==> src/rtl/gti_pkg.sv <==
// ----------------------------------------------------------------------------
// gti_pkg
// Shared types and constants of the trilinear grid interpolator.
// ----------------------------------------------------------------------------
`default_nettype none

package gti_pkg;

   localparam int MAX_CELLS = 32768;
   localparam int CHANNELS  = 8;

   localparam int DATA_W  = 32;
   localparam int FRAC_W  = 16;
   localparam int CH_W    = 3;
   localparam int SIZE_W  = 7;
   localparam int SXY_W   = 2 * SIZE_W;
   localparam int DIFF_W  = DATA_W + 1;
   localparam int IDX_W   = 32;
   localparam int CIDX_W  = 21;
   localparam int CELL_AW = $clog2(MAX_CELLS);
   localparam int MEM_AW  = $clog2(MAX_CELLS * CHANNELS);
   localparam int MEM_DEPTH = MAX_CELLS * CHANNELS;
   localparam int AXES    = 3;
   localparam int CORNERS = 8;
   localparam int CNT_W   = 3;

   localparam int PROD_W = DIFF_W + FRAC_W + 1;
   localparam int SUM_W  = PROD_W + 1;

   typedef enum logic {
      ACT_WRITE = 1'b0,
      ACT_QUERY = 1'b1
   } action_type;

   typedef enum logic [2:0] {
      CSR_ORIGIN_X    = 3'd0,
      CSR_ORIGIN_Y    = 3'd1,
      CSR_ORIGIN_Z    = 3'd2,
      CSR_INV_SPACING = 3'd3,
      CSR_SIZE_X      = 3'd4,
      CSR_SIZE_Y      = 3'd5,
      CSR_SIZE_Z      = 3'd6,
      CSR_FAR_VALUE   = 3'd7
   } csr_index_type;

   typedef enum logic [2:0] {
      ST_IDLE,
      ST_MUL,
      ST_BASE,
      ST_READ,
      ST_DRAIN
   } state_type;

   typedef struct packed {
      logic              valid;
      logic [DATA_W-1:0] data;
   } beat_type;

endpackage

`default_nettype wire

==> src/rtl/gti_lerp.sv <==
// ----------------------------------------------------------------------------
// gti_lerp
// One blend stage: pairs consecutive beats and returns their linear blend,
// rounded half up to Q16.16. Product and output are both registered.
// ----------------------------------------------------------------------------
`default_nettype none

module gti_lerp
   import gti_pkg::*;
(
   input  wire logic              clock,
   input  wire logic              reset,
   input  wire beat_type          in_beat,
   input  wire logic [FRAC_W-1:0] frac,
   output beat_type              out_beat
);

   logic                     half_ff;
   logic signed [DATA_W-1:0] held_ff;
   logic signed [DATA_W-1:0] base_ff;
   logic signed [PROD_W-1:0] prod_ff;
   logic                     prod_valid_ff;
   logic                     out_valid_ff;
   logic [DATA_W-1:0]        out_data_ff;

   logic signed [DIFF_W-1:0] diff;
   logic signed [PROD_W-1:0] prod;
   logic signed [SUM_W-1:0]  sum;

   always_comb begin
      diff = $signed({in_beat.data[DATA_W-1], in_beat.data}) - $signed({held_ff[DATA_W-1], held_ff});
      prod = PROD_W'(diff * $signed({1'b0, frac}));
      sum  = $signed({{(SUM_W-DATA_W-FRAC_W){base_ff[DATA_W-1]}}, base_ff, {FRAC_W{1'b0}}})
           + $signed({prod_ff[PROD_W-1], prod_ff})
           + $signed(SUM_W'(1) <<< (FRAC_W - 1));
   end

   always_ff @(posedge clock) begin
      if (reset) begin
         half_ff       <= 1'b0;
         prod_valid_ff <= 1'b0;
         out_valid_ff  <= 1'b0;
      end else begin
         if (in_beat.valid) begin
            half_ff <= ~half_ff;
         end
         prod_valid_ff <= in_beat.valid & half_ff;
         out_valid_ff  <= prod_valid_ff;
      end
   end

   always_ff @(posedge clock) begin
      if (in_beat.valid && !half_ff) begin
         held_ff <= $signed(in_beat.data);
      end
      if (in_beat.valid && half_ff) begin
         base_ff <= held_ff;
         prod_ff <= prod;
      end
      if (prod_valid_ff) begin
         out_data_ff <= sum[DATA_W+FRAC_W-1:FRAC_W];
      end
   end

   assign out_beat.valid = out_valid_ff;
   assign out_beat.data  = out_data_ff;

endmodule

`default_nettype wire

==> config.mk <==
export PLATFORM = sky130hd
export DESIGN_NAME = gti_lerp
export DESIGN_NICKNAME = d
export VERILOG_FILES = /design/src/rtl/gti_pkg.sv /design/src/rtl/gti_lerp.sv
export SDC_FILE = /design/constraint.sdc
export NUM_CORES = 1
export LEC_CHECK = 0
export BUFFER_PORTS_ARGS = -buffer_cell sky130_fd_sc_hd__buf_2
export CORE_MARGIN = 5
export CORE_UTILIZATION = 30
export DETAILED_ROUTE_END_ITERATION = 6
export GPL_TIMING_DRIVEN = 0
export PLACE_DENSITY = 0.47
export SLEW_MARGIN = 30
export SYNTH_ARGS = -nofsm -noshare
export SYNTH_HDL_FRONTEND = slang
export SYNTH_SLANG_ARGS = --single-unit
==> constraint.sdc <==
create_clock -name clock -period 9.4 [get_ports clock]
set_input_delay 0.47 -clock clock [delete_from_list [all_inputs] [get_ports clock]]
set_output_delay 0.47 -clock clock [all_outputs]
set_load 0.05 [all_outputs]
# [Yosys cells after proc, flatten, opt, wreduce, memory -nomap -nowiden]
# Cells that the tools add are included.
[classes] bitwise_logic=2 n_reduce_logical=3 n_addsub=3 multipliers=1
[ops] op="adder 48 x 17 -> 48 bit, second input constant" n=1
[ops] op="adder 48 bit" n=1
[ops] op="multiplier 33 x 17 -> 48 bit" n=1
[ops] op="subtractor 32 x 32 -> 33 bit" n=1
[ops] op="logical AND 1 bit" n=2
[ops] op="bitwise AND 1 bit" n=1
[ops] op="logical NOT 1 bit" n=1
[ops] op="NOT 1 bit" n=1
[totals] out_inout_bits=33 reg_bits=147 elab_cells=16 inputBits=51

# [Logic depth before layout (Yosys ltp)]
[depth] depth_word=2 ltp_mapped=35 depth_no_buf=33

# [Worst setup path before layout]
# Ideal clock, no wire load.
[synth_timing] kind="input to register" startpoint="in in_beat[0] in the netlist's numbering" endpoint="reg prod_ff[40], data pin" path_buffers=1 stages=32 required_ns=9.138 setup_ns=0.262 setup_slack_ns=1.094 arrival_time_ns=8.044 path_cell_list="inv_1 -> ha_1 -> fa_1 -> nand2b_1 -> a21oi_1 -> o41ai_2 -> nand2_1 -> a31oi_1 -> a31o_4 -> a31oi_1 -> xor2_1 -> buf_2 -> nand2_1 -> fa_1 -> fa_1 -> fa_1 -> inv_1 -> fa_1 -> fa_1 -> inv_1 -> fa_1 -> inv_1 -> ha_1 -> a21o_1 -> a211o_1 -> a2111oi_0 -> a21oi_1 -> o21ai_0 -> o21ai_0 -> a31oi_1 -> o21bai_1 -> xor2_1"
[synth_via] elab_chain_len=2
[synth_lines] element="start, declared" line_no="gti_lerp.sv:13" text="input wire beat_type in_beat,"
[synth_lines] element="subtractor 32 x 32 -> 33 bit" line_no="gti_lerp.sv:31" text="diff = $signed({in_beat.data[DATA_W-1], in_beat.data}) - $signed({held_ff[DATA_W-1], held_ff});"
[synth_lines] element="multiplier 33 x 17 -> 48 bit" line_no="gti_lerp.sv:32" text="prod = PROD_W'(diff * $signed({1'b0, frac}));"
[synth_lines] element="net prod[40]" line_no="gti_lerp.sv:27" text="logic signed [PROD_W-1:0] prod;"
[synth_lines] element="end signal, assigned" line_no="gti_lerp.sv:58" text="prod_ff <= prod;"
[synth_lines] element="end, declared" line_no="gti_lerp.sv:21" text="logic signed [PROD_W-1:0] prod_ff;"
# The timed path passes the listed nets, and every way through them passes these cells.
# A chain may end at the register's enable or synchronous reset.

# [Final worst setup path]
[layout_timing] startpoint="reg held_ff[10]" endpoint="reg prod_ff[40], data pin"
[layout_via] elab_chain_len=2
[layout_lines] element="start, declared" line_no="gti_lerp.sv:19" text="logic signed [DATA_W-1:0] held_ff;"
[layout_lines] element="start signal, assigned" line_no="gti_lerp.sv:54" text="held_ff <= $signed(in_beat.data);"
[layout_lines] element="subtractor 32 x 32 -> 33 bit" line_no="gti_lerp.sv:31"
[layout_lines] element="multiplier 33 x 17 -> 48 bit" line_no="gti_lerp.sv:32"
[layout_lines] element="net prod[40]" line_no="gti_lerp.sv:27"
# The timed path passes the listed nets, and every way through them passes these cells.

==> impl_results.md <==
- Async S/R FF share, synth: 0
- Final routed DRC violation total: 0
- Synth Net Count: about 3400
- First-pass GRT wire length: 121000 µm
- Hpwl dp: 65600 µm
- Endpoints failing hold: 0
- Worst EP arrival: ~9.3 ns
- R2R cell count: 29
- Post-layout util: 0.340
- Commonest cells post-synth: 633 x inv_1, 486 x fa_1, 305 x nand2_1
- CTS sink cnt: roughly 130
- I/O Pins: 84
- Critical Path Sink Type: flip-flop
- Rel. slew slack: 0.267
- Worst reg2reg startpoint: held_ff[10]
- Worst skew pair latency: 0.44 ns
- Core area: 83800 µm²
- M1 WL: 35900 µm
- Iter 0 DRT Violations: 938
- Worst min-delay path class: in2reg
- TritonCTS clock tree: yes
- Clk pin slew, worst setup/hold paths: around 0.070 ns
- Total vias in the final route: 18044
- Post-synth cell types: 71
- Top-count cell post-synth: inv_1
- Final Setup Violations: 0
- Port buffer count: 79
- Crit. Startpoint: held_ff[10]
- Met3 routed WL: 3800 µm
- Synthesized cell area: between 20000 and 30000 µm²
- CP Depth: 29
- Critical path type: reg2reg
- Vias/cell: approximately 4.6
- H-tree depth: 4
- Slowest-stage cell, CP: fa_1
- Synth area leaders: fa_1 38%, edfxtp_1 15%, inv_1 9.4%
- Outcome: complete, no violations
- CTS max path bufs: 2
- Antenna viol nets, final: 0
- Initial Utilization: 0.303
- Synth top area share: 0.383
- Worst EP required: 9.61 ns
- Mapped Cells: 2682
- Final Max Tran Viols: 0
- # rows: 106
- Crit-path leading delay family: adder cells
- Initial antenna violation count: 10
- Full die area: 90500 µm²
- YS warnings: 0
- Pin count of the biggest net entering global routing: between 40 and 50
- Cell mode on critical path: fa_1
- Max_cap viols: 0
- CP max stage delay: 0.60 ns
- Die Wd: around 300 µm
- Vias in the first global route: 19495
- GR Util All Layers: 0.177
- Gp weighted congestion: approximately 0.86
- Hold_sp: in_beat[0]
- Worst-Margin Slew: 1.10 ns
- Yosys reg bits: 132
- Total Wirelength: 78100 µm
- Syn_area_per_cell: 9.47 µm²
- Post-synthesis sequential area ratio: 0.155
- Top sig layer: met5
- FF-to-FF setup slack: roughly 0.32 ns
- Die height: 301 µm
- Fin crit share: 0.966
- Drt pass-1 iters: 5
- Routed wire per std cell: 19.8 µm
- CP Max Fanout: 10
- Worst Setup EP: prod_ff[40]
- Grt ovf: 0
- F_max: 0.110 GHz
- Tmin final: 9.08 ns
- Bufs and invs on worst path: 5
- Nets: 3511
- Wire length on met2: 36700 µm
- EDFF count, synth: 129
- Root Driver: clkbuf_16
- Crit path launch type: flip-flop
- Area Growth Syn to Fin: 12.3%
- Hold buffers post-CTS: 0
- Share of cells above drive strength 1: 0.0847
- Final Skew: 0.0138 ns
- Cell taking the most area after synthesis: fa_1
- Worst r2r dst: prod_ff[40]
- Synth Flop Type: edfxtp_1
- CTS Buf Count: 17
==> area by class of cell <==
| cell class | instances | area (µm²) |
|---|---|---|
| multi-input combinational | 1815 | 19100 |
| antenna | 9 | 22.5 |
| clock inverter | 15 | 168 |
| tap | 1134 | 1420 |
| buffer | 99 | 445 |
| inverter | 633 | 2380 |
| timing repair buffer | 99 | 591 |
| sequential | 132 | 3940 |
| fill | 8817 | 55300 |
| clock buffer | 17 | 425 |
==> cell usage in the layout, fill, tap and decap left out, types with 20 or more instances in the layout <==
cell type,instances
xnor2_1,61
ha_1,175
fa_1,486
edfxtp_1,129
a21o_1,52
a21oi_1,88
clkbuf_1,68
inv_1,633
nand3_1,26
nor2_1,58
buf_2,82
nand2b_1,33
and2_1,223
o21ai_0,35
buf_4,22
nor2b_1,34
xor2_1,20
nand2_1,304
==> cells by family (layout without fill, tap and decap cells) <==
kind of cell,after synthesis,in the layout,share of synthesized area
compound gates,290,290,0.0762
xor+xnor,101,101,0.0348
fa+ha+maj,664,664,0.471
buf+inv,735,863,0.110
flops,132,132,0.155
mux,18,18,0.00744
other cells,0,9,0
simple gates,742,742,0.146
==> layer usage <==
layer / vias up / track usage
li1: 8436 / -
met1: 9197 / 0.245
met2: 339 / 0.294
met3: 68 / 0.0259
met4: 4 / 0.0419
met5: - / 0
==> through the flow <==
step	setup slack (ns)	hold slack (ns)	cells	instance area, µm²	setup TNS [ns]
after floorplan	1.09	0.426	2682	25400	0
after global placement	-1.55	0.431	3895	27200	-21.40
after detailed placement	-1.48	0.434	3898	27300	-16.42
after CTS	0.00512	0.194	3941	28300	0
after global routing	-0.00160	0.197	3945	28500	-0.00160
final	0.316	0.214	3953	28500	0
==> timing repair <==
| item | CTS | global route |
|---|---|---|
| setup endpoints to repair | 20 | 14 |
| buffers inserted | 11 | 6 |
| cloned | 0 | 0 |
| resized for setup | 54 | 40 |
| pin swaps | 9 | 6 |
==> state kept, by name (all words and copies together), names as in the netlist <==
signal,count
prod_ff,33
held_ff,32
out_valid_ff,1
half_ff,1
base_ff,32
out_data_ff,32
prod_valid_ff,1
==> worst min path at each step <==
| stage | end | depth (start not counted) |
|---|---|---|
| 6_report | held_ff[0] | 1 |
| 5_1_grt | held_ff[0] | 1 |
| 4_1_cts | held_ff[0] | 1 |
| 3_5_place_dp | base_ff[8] | 0 |
| 3_3_place_gp | base_ff[10] | 0 |
| 2_1_floorplan | base_ff[10] | 0 |
Power is left out: the tool's default activity adds up to more than one toggle a clock period on the data nets, which glitch-free logic cannot reach.
